$ cat config.mk
export PLATFORM = sky130hd
export DESIGN_NAME = timer_bank_alloc_oneshot_periodic_top
export DESIGN_NICKNAME = d
export VERILOG_FILES = /design/src/design/tba_pkg.sv /design/src/design/tba_div10.sv /design/src/design/tba_mem.sv /design/src/design/timer_bank_alloc_oneshot_periodic_top.sv
export SDC_FILE = /design/constraint.sdc
export NUM_CORES = 2
export LEC_CHECK = 0
export ABC_CLOCK_PERIOD_IN_PS = 7400
export BUFFER_PORTS_ARGS = -buffer_cell sky130_fd_sc_hd__buf_2
export CORE_MARGIN = 4
export CORE_UTILIZATION = 58
export DETAILED_ROUTE_END_ITERATION = 7
export HOLD_SLACK_MARGIN = 0.02
export PLACE_DENSITY = 0.81
export SLEW_MARGIN = 40
export SYNTH_ARGS = -nofsm -noshare
export SYNTH_HDL_FRONTEND = slang
export SYNTH_SLANG_ARGS = --single-unit
$ cat constraint.sdc
create_clock -name clk -period 7.4 [get_ports clk]
set_input_delay 0 -clock clk [delete_from_list [all_inputs] [get_ports clk]]
set_output_delay 0 -clock clk [all_outputs]
set_load 0.1 [all_outputs]
$ cat src/design/tba_pkg.sv
// Shared types, field widths and action codes for the timer bank.
package tba_pkg;

    // Default number of timers in the bank.
    localparam int NUM_TIMERS_DEF = 8;

    // Field widths of the command and response items.
    localparam int ACTION_W = 3;
    localparam int SLOT_W   = 4;
    localparam int TIME_W   = 32;
    localparam int MASK_W   = 8;

    // Countdown and reload values are held in ticks of 10 ms.
    localparam int CNT_W = 29;

    // Division by ten through a multiply by the rounded reciprocal.
    localparam int               TICK_MS   = 10;
    localparam logic [TIME_W-1:0] DIV_RECIP = 32'hCCCC_CCCD;
    localparam int               DIV_SHIFT = 35;

    // Action codes.
    localparam logic [ACTION_W-1:0] ACT_REGISTER = 3'd0;
    localparam logic [ACTION_W-1:0] ACT_START    = 3'd1;
    localparam logic [ACTION_W-1:0] ACT_CHECK    = 3'd2;
    localparam logic [ACTION_W-1:0] ACT_RELEASE  = 3'd3;
    localparam logic [ACTION_W-1:0] ACT_TICK     = 3'd4;

    // One command item.
    typedef struct packed {
        logic [ACTION_W-1:0] action;
        logic [SLOT_W-1:0]   slot_number;
        logic [TIME_W-1:0]   time_ms;
        logic                periodic;
        logic                notify;
    } cmd_item_t;

    // One response item.
    typedef struct packed {
        logic              ok;
        logic [SLOT_W-1:0] granted_slot;
        logic              expired;
        logic [MASK_W-1:0] fired_mask;
    } rsp_item_t;

    // One timer entry as held in the state memory.
    typedef struct packed {
        logic [CNT_W-1:0] countdown;
        logic [CNT_W-1:0] reload;
        logic             periodic;
        logic             notify;
    } entry_t;

endpackage

$ cat src/design/tba_div10.sv
// Converts a period in milliseconds to 10 ms ticks, with a minimum of one tick.
module tba_div10 (
    input  logic                      clk,
    input  logic                      en,
    input  logic [tba_pkg::TIME_W-1:0] time_ms,
    output logic [tba_pkg::CNT_W-1:0]  ticks
);
    import tba_pkg::*;

    logic [2*TIME_W-1:0] prod;
    logic [CNT_W-1:0]    quo_reg;
    logic                below_one_reg;

    // The product by the reciprocal, shifted down, is exact for all 32-bit inputs.
    assign prod = {{TIME_W{1'b0}}, time_ms} * {{TIME_W{1'b0}}, DIV_RECIP};

    // Capture the quotient and the short-period flag together.
    always_ff @(posedge clk)
    begin
        if (en)
        begin
            quo_reg       <= prod[DIV_SHIFT +: CNT_W];
            below_one_reg <= (time_ms < TIME_W'(TICK_MS));
        end
    end

    // Periods under one tick still count for one tick.
    assign ticks = below_one_reg ? CNT_W'(1) : quo_reg;

endmodule

$ cat src/design/tba_mem.sv
// Timer entry memory: one write port and one registered read port.
module tba_mem #(
    parameter int DEPTH  = tba_pkg::NUM_TIMERS_DEF,
    parameter int ADDR_W = 3
) (
    input  logic                clk,
    input  logic                wr_en,
    input  logic [ADDR_W-1:0]   wr_addr,
    input  tba_pkg::entry_t     wr_data,
    input  logic                rd_en,
    input  logic [ADDR_W-1:0]   rd_addr,
    output tba_pkg::entry_t     rd_data
);
    import tba_pkg::*;

    entry_t mem [DEPTH];
    entry_t rd_data_reg;

    // Write port.
    always_ff @(posedge clk)
    begin
        if (wr_en)
        begin
            mem[wr_addr] <= wr_data;
        end
    end

    // Registered read port.
    always_ff @(posedge clk)
    begin
        if (rd_en)
        begin
            rd_data_reg <= mem[rd_addr];
        end
    end

    assign rd_data = rd_data_reg;

endmodule

$ cat src/design/timer_bank_alloc_oneshot_periodic_top.sv
// Top level of the timer bank: command sequencer, slot flags and response register.
//
//   Channel | Direction | Handshake            | Payload
//   cmd     | in        | cmd_valid, cmd_stall | cmd (cmd_item_t)
//   rsp     | out       | rsp_valid, rsp_stall | rsp (rsp_item_t)
//
// Register, release and invalid commands pass S_EXEC, then S_DONE; start and check add
// S_MODIFY for a valid slot in use (start only with a nonzero period). A tick walks the
// memory one timer at a time: S_TICK_RD, plus S_TICK_WR for a running one, then S_DONE.
// Reset clears the in-use and running flags at once; the memory needs no clearing.
// The block takes one item at a time; cmd_stall is high while an item is in work,
// and a held response waits in the output register while the next item is accepted.
module timer_bank_alloc_oneshot_periodic_top #(
    parameter int NUM_TIMERS = tba_pkg::NUM_TIMERS_DEF
) (
    input  logic               clk,
    input  logic               rst_n,
    input  logic               cmd_valid,
    output logic               cmd_stall,
    input  tba_pkg::cmd_item_t cmd,
    output logic               rsp_valid,
    input  logic               rsp_stall,
    output tba_pkg::rsp_item_t rsp
);
    import tba_pkg::*;

    localparam int IDX_W = (NUM_TIMERS > 1) ? $clog2(NUM_TIMERS) : 1;

    // Sequencer states.
    localparam logic [2:0] S_IDLE    = 3'd0;
    localparam logic [2:0] S_EXEC    = 3'd1;
    localparam logic [2:0] S_MODIFY  = 3'd2;
    localparam logic [2:0] S_TICK_RD = 3'd3;
    localparam logic [2:0] S_TICK_WR = 3'd4;
    localparam logic [2:0] S_DONE    = 3'd5;

    logic [2:0]            state_reg, state_next;
    cmd_item_t             req_reg;
    rsp_item_t             res_reg, res_next;
    logic [IDX_W-1:0]      idx_reg, idx_next;
    logic [NUM_TIMERS-1:0] in_use_reg, in_use_next;
    logic [NUM_TIMERS-1:0] running_reg, running_next;
    logic                  rsp_valid_reg, rsp_valid_next;
    rsp_item_t             rsp_reg, rsp_next;

    logic                  cmd_accept;
    logic [CNT_W-1:0]      ticks;
    logic [SLOT_W-1:0]     slot_m1;
    logic [IDX_W-1:0]      slot_idx;
    logic                  slot_ok;
    logic                  free_found;
    logic [IDX_W-1:0]      free_idx;
    logic [CNT_W-1:0]      cnt_dec;
    logic                  idx_last;

    logic                  wr_en;
    logic [IDX_W-1:0]      wr_addr;
    entry_t                wr_data;
    logic                  rd_en;
    logic [IDX_W-1:0]      rd_addr;
    entry_t                rd_data;

    // Period conversion, started as the item is accepted.
    tba_div10 u_div10 (
        .clk     (clk),
        .en      (cmd_accept),
        .time_ms (cmd.time_ms),
        .ticks   (ticks)
    );

    // Per-timer countdown, reload, mode and notify storage.
    tba_mem #(
        .DEPTH  (NUM_TIMERS),
        .ADDR_W (IDX_W)
    ) u_mem (
        .clk     (clk),
        .wr_en   (wr_en),
        .wr_addr (wr_addr),
        .wr_data (wr_data),
        .rd_en   (rd_en),
        .rd_addr (rd_addr),
        .rd_data (rd_data)
    );

    assign cmd_stall  = (state_reg != S_IDLE);
    assign cmd_accept = cmd_valid && !cmd_stall;
    assign rsp_valid  = rsp_valid_reg;
    assign rsp        = rsp_reg;

    // Slot decode for start, check and release.
    assign slot_m1  = req_reg.slot_number - SLOT_W'(1);
    assign slot_idx = slot_m1[IDX_W-1:0];
    assign slot_ok  = (req_reg.slot_number != '0) &&
                      (req_reg.slot_number <= SLOT_W'(NUM_TIMERS));

    assign cnt_dec  = rd_data.countdown - CNT_W'(1);
    assign idx_last = (idx_reg == IDX_W'(NUM_TIMERS - 1));

    // Lowest free slot.
    always_comb
    begin
        free_found = 1'b0;
        free_idx   = '0;
        for (int i = NUM_TIMERS - 1; i >= 0; i--)
        begin
            if (!in_use_reg[i])
            begin
                free_found = 1'b1;
                free_idx   = IDX_W'(i);
            end
        end
    end

    // Sequencer next-state and memory access logic.
    always_comb
    begin
        state_next     = state_reg;
        res_next       = res_reg;
        idx_next       = idx_reg;
        in_use_next    = in_use_reg;
        running_next   = running_reg;
        rsp_valid_next = rsp_valid_reg && rsp_stall;
        rsp_next       = rsp_reg;
        wr_en          = 1'b0;
        wr_addr        = slot_idx;
        wr_data        = rd_data;
        rd_en          = 1'b0;
        rd_addr        = slot_idx;

        case (state_reg)
            S_IDLE:
            begin
                if (cmd_accept)
                begin
                    res_next   = '0;
                    state_next = S_EXEC;
                end
            end

            S_EXEC:
            begin
                state_next = S_DONE;
                case (req_reg.action)
                    ACT_REGISTER:
                    begin
                        if (free_found)
                        begin
                            wr_en                  = 1'b1;
                            wr_addr                = free_idx;
                            wr_data.countdown      = '0;
                            wr_data.reload         = ticks;
                            wr_data.periodic       = req_reg.periodic;
                            wr_data.notify         = req_reg.notify;
                            in_use_next[free_idx]  = 1'b1;
                            running_next[free_idx] = 1'b0;
                            res_next.ok            = 1'b1;
                            res_next.granted_slot  = SLOT_W'(free_idx) + SLOT_W'(1);
                        end
                    end

                    ACT_START:
                    begin
                        if (slot_ok && in_use_reg[slot_idx])
                        begin
                            res_next.ok = 1'b1;
                            if (req_reg.time_ms != '0)
                            begin
                                rd_en      = 1'b1;
                                state_next = S_MODIFY;
                            end
                        end
                    end

                    ACT_CHECK:
                    begin
                        if (slot_ok && in_use_reg[slot_idx])
                        begin
                            rd_en      = 1'b1;
                            state_next = S_MODIFY;
                        end
                    end

                    ACT_RELEASE:
                    begin
                        if (slot_ok)
                        begin
                            in_use_next[slot_idx] = 1'b0;
                            res_next.ok           = 1'b1;
                        end
                    end

                    ACT_TICK:
                    begin
                        res_next.ok = 1'b1;
                        idx_next    = '0;
                        state_next  = S_TICK_RD;
                    end

                    default:
                    begin
                        state_next = S_DONE;
                    end
                endcase
            end

            // Second half of start and check, with the entry read back.
            S_MODIFY:
            begin
                state_next = S_DONE;
                if (req_reg.action == ACT_START)
                begin
                    wr_en                  = 1'b1;
                    wr_data.countdown      = ticks;
                    wr_data.reload         = ticks;
                    running_next[slot_idx] = 1'b1;
                end
                else if (rd_data.countdown == '0)
                begin
                    res_next.ok      = 1'b1;
                    res_next.expired = 1'b1;
                end
            end

            // Tick walk: read the entry of an active timer, or skip an idle one.
            S_TICK_RD:
            begin
                if (in_use_reg[idx_reg] && running_reg[idx_reg])
                begin
                    rd_en      = 1'b1;
                    rd_addr    = idx_reg;
                    state_next = S_TICK_WR;
                end
                else if (idx_last)
                begin
                    state_next = S_DONE;
                end
                else
                begin
                    idx_next = idx_reg + IDX_W'(1);
                end
            end

            // Tick walk: decrement, then reload or stop at zero.
            S_TICK_WR:
            begin
                wr_en             = 1'b1;
                wr_addr           = idx_reg;
                wr_data.countdown = cnt_dec;
                if (cnt_dec == '0)
                begin
                    if (rd_data.notify && (SLOT_W'(idx_reg) < SLOT_W'(MASK_W)))
                    begin
                        res_next.fired_mask = res_reg.fired_mask |
                                              (MASK_W'(1) << idx_reg);
                    end
                    if (rd_data.periodic)
                    begin
                        wr_data.countdown = rd_data.reload;
                    end
                    else
                    begin
                        running_next[idx_reg] = 1'b0;
                    end
                end
                if (idx_last)
                begin
                    state_next = S_DONE;
                end
                else
                begin
                    idx_next   = idx_reg + IDX_W'(1);
                    state_next = S_TICK_RD;
                end
            end

            // Hand the response to the output register once it is free.
            S_DONE:
            begin
                if (!rsp_valid_reg || !rsp_stall)
                begin
                    rsp_valid_next = 1'b1;
                    rsp_next       = res_reg;
                    state_next     = S_IDLE;
                end
            end

            default:
            begin
                state_next = S_IDLE;
            end
        endcase
    end

    // Control registers.
    always_ff @(posedge clk or negedge rst_n)
    begin
        if (!rst_n)
        begin
            state_reg     <= S_IDLE;
            in_use_reg    <= '0;
            running_reg   <= '0;
            rsp_valid_reg <= 1'b0;
        end
        else
        begin
            state_reg     <= state_next;
            in_use_reg    <= in_use_next;
            running_reg   <= running_next;
            rsp_valid_reg <= rsp_valid_next;
        end
    end

    // Payload registers.
    always_ff @(posedge clk)
    begin
        if (cmd_accept)
        begin
            req_reg <= cmd;
        end
        res_reg <= res_next;
        idx_reg <= idx_next;
        rsp_reg <= rsp_next;
    end

endmodule
After elaboration in Yosys (flattened, before gate mapping). Memory sizes are Yosys's and may differ from the RTL's. A register that Yosys moved wholly into a read port is not among the register bits. Index checks and enable logic that the tools add are counted.

Flip-flop bits (word level): 122. Bits in writable memories: 480. Input port bits: 45. Output and inout port bits: 16. Word-level logic and storage cells: 201. Memories: 1.

Add/subtract/negate cells: 4. $mul: 1. Magnitude comparators: 8. Eq/ne operators: 29. Shift operators: 1. Muxes and demuxes: 93. Bitwise operators: 9. Reduce and logical (&&, ||, !) cells: 35.

Memory list: u_mem.mem (words 8, bits a word 60, rd ports 1, clocked after Yosys merged registers in 1, write ports 1, RTL line tba_mem.sv:16) `entry_t mem [DEPTH];`.

Operator list (count): $mux 60 (2); $mux 29 (3); $pmux 29 s3 (1); $mux 8 (9); $mux 3 (23); $mul 32x32->64 const B (1); $logic_not 29->1 (2); $mux 58 (1); $pmux 29 s2 (1); $lt 32x4->1 const B (1); $pmux 8 s2 (2); $reduce_bool 32->1 (1); $mux 1 (29); $sub 29x1->29 const B (1); $and 8x8->8 (3); $not 8->8 (3); $or 8x8->8 (3); $pmux 8 s3 (1); $ne 2x2->1 const B (11); $pmux 3 s3 (2); $pmux 3 s6 (1); $reduce_and 4->1 (4); $mux 14 (1); $eq 3x2->1 const B (4); other kinds (33) (70).

Logic depth before layout (Yosys ltp).
Word-level depth: 17. Mapped depth: 27. Gate-level depth less buffers: 27.

Cells and area by module. From an unflattened synthesis, not the netlist that was laid out.

Cell total of the unflattened synthesis: 3355. Area, all modules: 45095.8 µm².

Modules (own cells, without submodules): tba_mem (times used 1, cells each 766, area an instance 20007.9 µm², sequential area each 16215.6 µm²); tba_div10 (times used 1, cells each 1875, area an instance 18571.6 µm², sequential area each 900.9 µm²); timer_bank_alloc_oneshot_periodic_top (times used 1, cells each 714, area an instance 6516.2 µm², sequential area each 2662.6 µm²).

Worst setup path before layout. Ideal clock, no wire load.

Path type: register to register. Start: register state_reg[2]. End: memory u_mem.mem[1][0] in the netlist's numbering, enable pin. Library setup time: 0.552 ns. Data arrival time: 6.385 ns. Data required time: 6.848 ns. Setup slack: 0.463 ns. Stages on the path, launching flop included: 12. Path buffers: 3. Period minus slack after synthesis: 6.937 ns. Path through: dfrtp_1 clkbuf_1 nor2b_1 nand2b_1 buf_2 inv_1 nor2_1 a21oi_1 or2_0 clkbuf_1 or2_2 nor3_1.

Cells in the longest elaborated chain, start to end: 4. Elaborated cells on any way between the ends: 7. Classes of those cells: eq/ne (3); mux (4).

RTL lines: start: declaration (RTL line timer_bank_alloc_oneshot_periodic_top.sv:37) `logic [2:0] state_reg, state_next;`; start signal: assignment (RTL line timer_bank_alloc_oneshot_periodic_top.sv:306) `state_reg <= state_next;`; $eq 3x3->1, or another cell as far along (RTL line timer_bank_alloc_oneshot_periodic_top.sv:130) `case (state_reg)`; $pmux 1 s3 (RTL line timer_bank_alloc_oneshot_periodic_top.sv:130); $mux 1 (RTL line tba_mem.sv:22) `if (wr_en)`; $mux 1 (not written as such) (RTL line tba_mem.sv:24) `mem[wr_addr] <= wr_data;`; end: declaration (RTL line tba_mem.sv:16).

Several ways; a longest one is shown, not always the timed one.

Worst setup path after layout.
Start: input port cmd[17] in the netlist's numbering. End: register u_div10.quo_reg[27] (data pin).

Cells in the longest elaborated chain, start to end: 1.

RTL lines: start: declaration (RTL line timer_bank_alloc_oneshot_periodic_top.sv:20) `input tba_pkg::cmd_item_t cmd,`; $mul 32x32->64 (RTL line tba_div10.sv:15) `assign prod = {{TIME_W{1'b0}}, time_ms} * {{TIME_W{1'b0}}, DIV_RECIP};`; named net u_div10.prod[62] (RTL line tba_div10.sv:10) `logic [2*TIME_W-1:0] prod;`; end signal: assignment (RTL line tba_div10.sv:22) `quo_reg <= prod[DIV_SHIFT +: CNT_W];`; end: declaration (RTL line tba_div10.sv:11) `logic [CNT_W-1:0] quo_reg;`.

The timed path passes the listed nets, and every way through them passes these cells. A chain may end at the register's enable or synchronous reset.

==> qor.txt <==
outcome: complete, but fails checks
violated checks: negative hold slack
antenna violations before repair: 1
hpwl dp: 80,400 microns
CP Data Required Time: 7.75 ns
first-pass GRT wire length: 170,200 microns
Most used DFF post-synth: edfxtp_1
n_diodes: 0
Worst slew margin: 0.3970
CTS tree: yes
layer with the highest usage: met2
buffers and inverters on the worst path: 7
worst hold slack: -0.001976 ns
final wirelength: 112,300 microns
GRT Overall Usage: 0.2876
clock skew: 0.03546 ns
sequential share of the synthesized area: 0.4533
pin count of the biggest net entering global routing: 121
max reg flops: 480
most common cell after layout, fill and taps aside: edfxtp_1
share of layout cells above drive strength 1: 0.1419
htree depth: 3
number of CTS-inserted buffers: 68
vias in the first global route: 27,778
# nets final: 4,171
drt drc: 0
chip height: 282.3 microns
CP top delay family: adder cells
met1 Resource Use GR: 0.3972
worst r2r path cells: 9
crit path kind: in -> reg
syn avg cell area: 13.65 sq um
Post-Layout Inst Area: 48,320 sq um
slowest stage delay, CP: 0.56 ns
Critical Path AT: 7.58 ns
Layout area overhead: 10.74%
CTS Sinks: 662
commonest cells after routing, fill and taps aside: edfxtp_1 (642), inv_1 (567), fa_1 (386)
Placed Area: 45,640 sq um
Initial Utilization: 0.5861
Row Count: 100
startpoint types: input port
gr ovfl total: 0
Post-Syn Nets: 4,002
Syn Inst Count: 3,197
DR iter-0 viols: 3,343
max-slew violation count: 0
die area: 79,680 sq um
GPL Wtd Cong: 0.9992
Via density: 6.099
Cell Area, Synth: 43,630 sq um
Die W: 282.3 microns
post-route ant nets: 0
Post-synth ARST share: 0.03021
Max Buffers Root-to-Sink: 3
worst skew pair latency: 0.62 ns
Max stage delay cell, worst path: dlygate4sd3_1
Crit path top cell by count: fa_1
via count: 26,749
fmax: 138.4 MHz
CTS root buffer: clkbuf_16
Ys Warns: 0
crit path max fanout: 6
Hold Crit Class: in -> async
grt met3 use: 0.05910
period utilisation layout: 0.9765
M2 GR Usage: 0.4658
critical path depth: 26
min Tclk post-route: 7.226 ns
setup TNS: 0 ns
IO Port Bufs: 60
Post-synth EDFFs: 642
final setup violation count: 0
worst-margin pin slew: 0.8950 ns
# IOs: 61
Worst setup EP type: flop
Routed WL per cell: 25.61 microns
Max Cap Violations: 0
Yosys reg bits: 662
count of final hold-check violations: 2
core area: 74,450 sq um
Pre-Repair DR Iteration Count: 7
post-synth cell types: 83
clock-pin slew on the worst setup and hold paths: 0.07 ns
## area by class of cell
cell class,instances,area (sq um)
Fill cell,5104,26130
Multi-Input combinational cell,1881,21530
Sequential cell,662,19780
Inverter,569,2137
Clock buffer,77,1757
Timing Repair Buffer,184,1494
Tap cell,969,1212
Clock inverter,44,410.4
## cells in the mapped netlist, types with 23 or more instances
cell type | instances | share of area
nor3_1 | 28 | 0.0032
nand4_1 | 23 | 0.0033
nand3_1 | 39 | 0.0045
xor2_1 | 49 | 0.0098
edfxtp_1 | 642 | 0.44
mux4_2 | 124 | 0.064
mux2_2 | 67 | 0.017
xnor2_1 | 49 | 0.0098
nor2_1 | 122 | 0.010
a21oi_1 | 92 | 0.011
fa_1 | 386 | 0.18
clkbuf_1 | 52 | 0.0045
ha_1 | 374 | 0.11
o21ai_0 | 81 | 0.0093
inv_1 | 568 | 0.049
a21o_1 | 33 | 0.0057
nand2_1 | 182 | 0.016
## timing repair
item | CTS | global route
buffers inserted | 0 | 1
setup endpoints to repair | 0 | 8
hold endpoints to repair | 78 | 0
gates resized for setup | 0 | 13
hold buffers | 45 | 0
## path summary, 6_finish.rpt
path | end | slack [ns] | from
max | u_div10.quo_reg[27] | 0.17 | cmd[17]
min | in_use_reg[5] | -0.002 | rst_n
max reg2reg | u_mem.mem[7][56] | 2.37 | state_reg[1]
min reg2reg | rsp[9] | 0.42 | res_reg[9]
max in group asynchronous | running_reg[0] | 7.04 | rst_n
min in group clk | req_reg[34] | 0.09 | cmd[34]
## stage by stage
stage	hold WS, ns	utilization	setup slack [ns]	cells
finish	-0.001976	0.6491	0.1740	4386
CTS	0.06555	0.6482	0.02763	4385
global route	0.05224	0.6491	-0.05715	4386
global placement	-0.007120	0.6108	0.05085	4213
floorplan	-0.2956	-	0.4632	3197
detailed placement	-0.006486	0.6130	-0.05142	4219
## routing by layer
| metal | vias to the layer above | wire [microns] |
|---|---|---|
| li1 | 11530 | - |
| met1 | 13476 | 44300 |
| met2 | 1462 | 53300 |
| met3 | 281 | 10590 |
| met4 | 0 | 4128 |
| met5 | - | 0 |
## cell families (layout without fill, tap and decap cells)
| logic type | after synthesis | after routing | share of synthesized area |
|---|---|---|---|
| DFF | 662 | 662 | 0.4533 |
| buffers and inverters | 654 | 874 | 0.05735 |
| adders and majority gates | 760 | 760 | 0.2843 |
| and+or+nand+nor | 506 | 506 | 0.05540 |
| xor gates and xnor gates | 98 | 98 | 0.01967 |
| muxes | 196 | 196 | 0.08244 |
| AOI/OAI and AO/OA | 321 | 321 | 0.04751 |
## tightest hold or removal path: stages
cell	delay, ns
dlygate4sd3_1	0.53
buf_2	0.11
buf_2	0.43
Power is left out: the tool's default activity adds up to more than one toggle a clock period on the data nets, which glitch-free logic cannot reach.
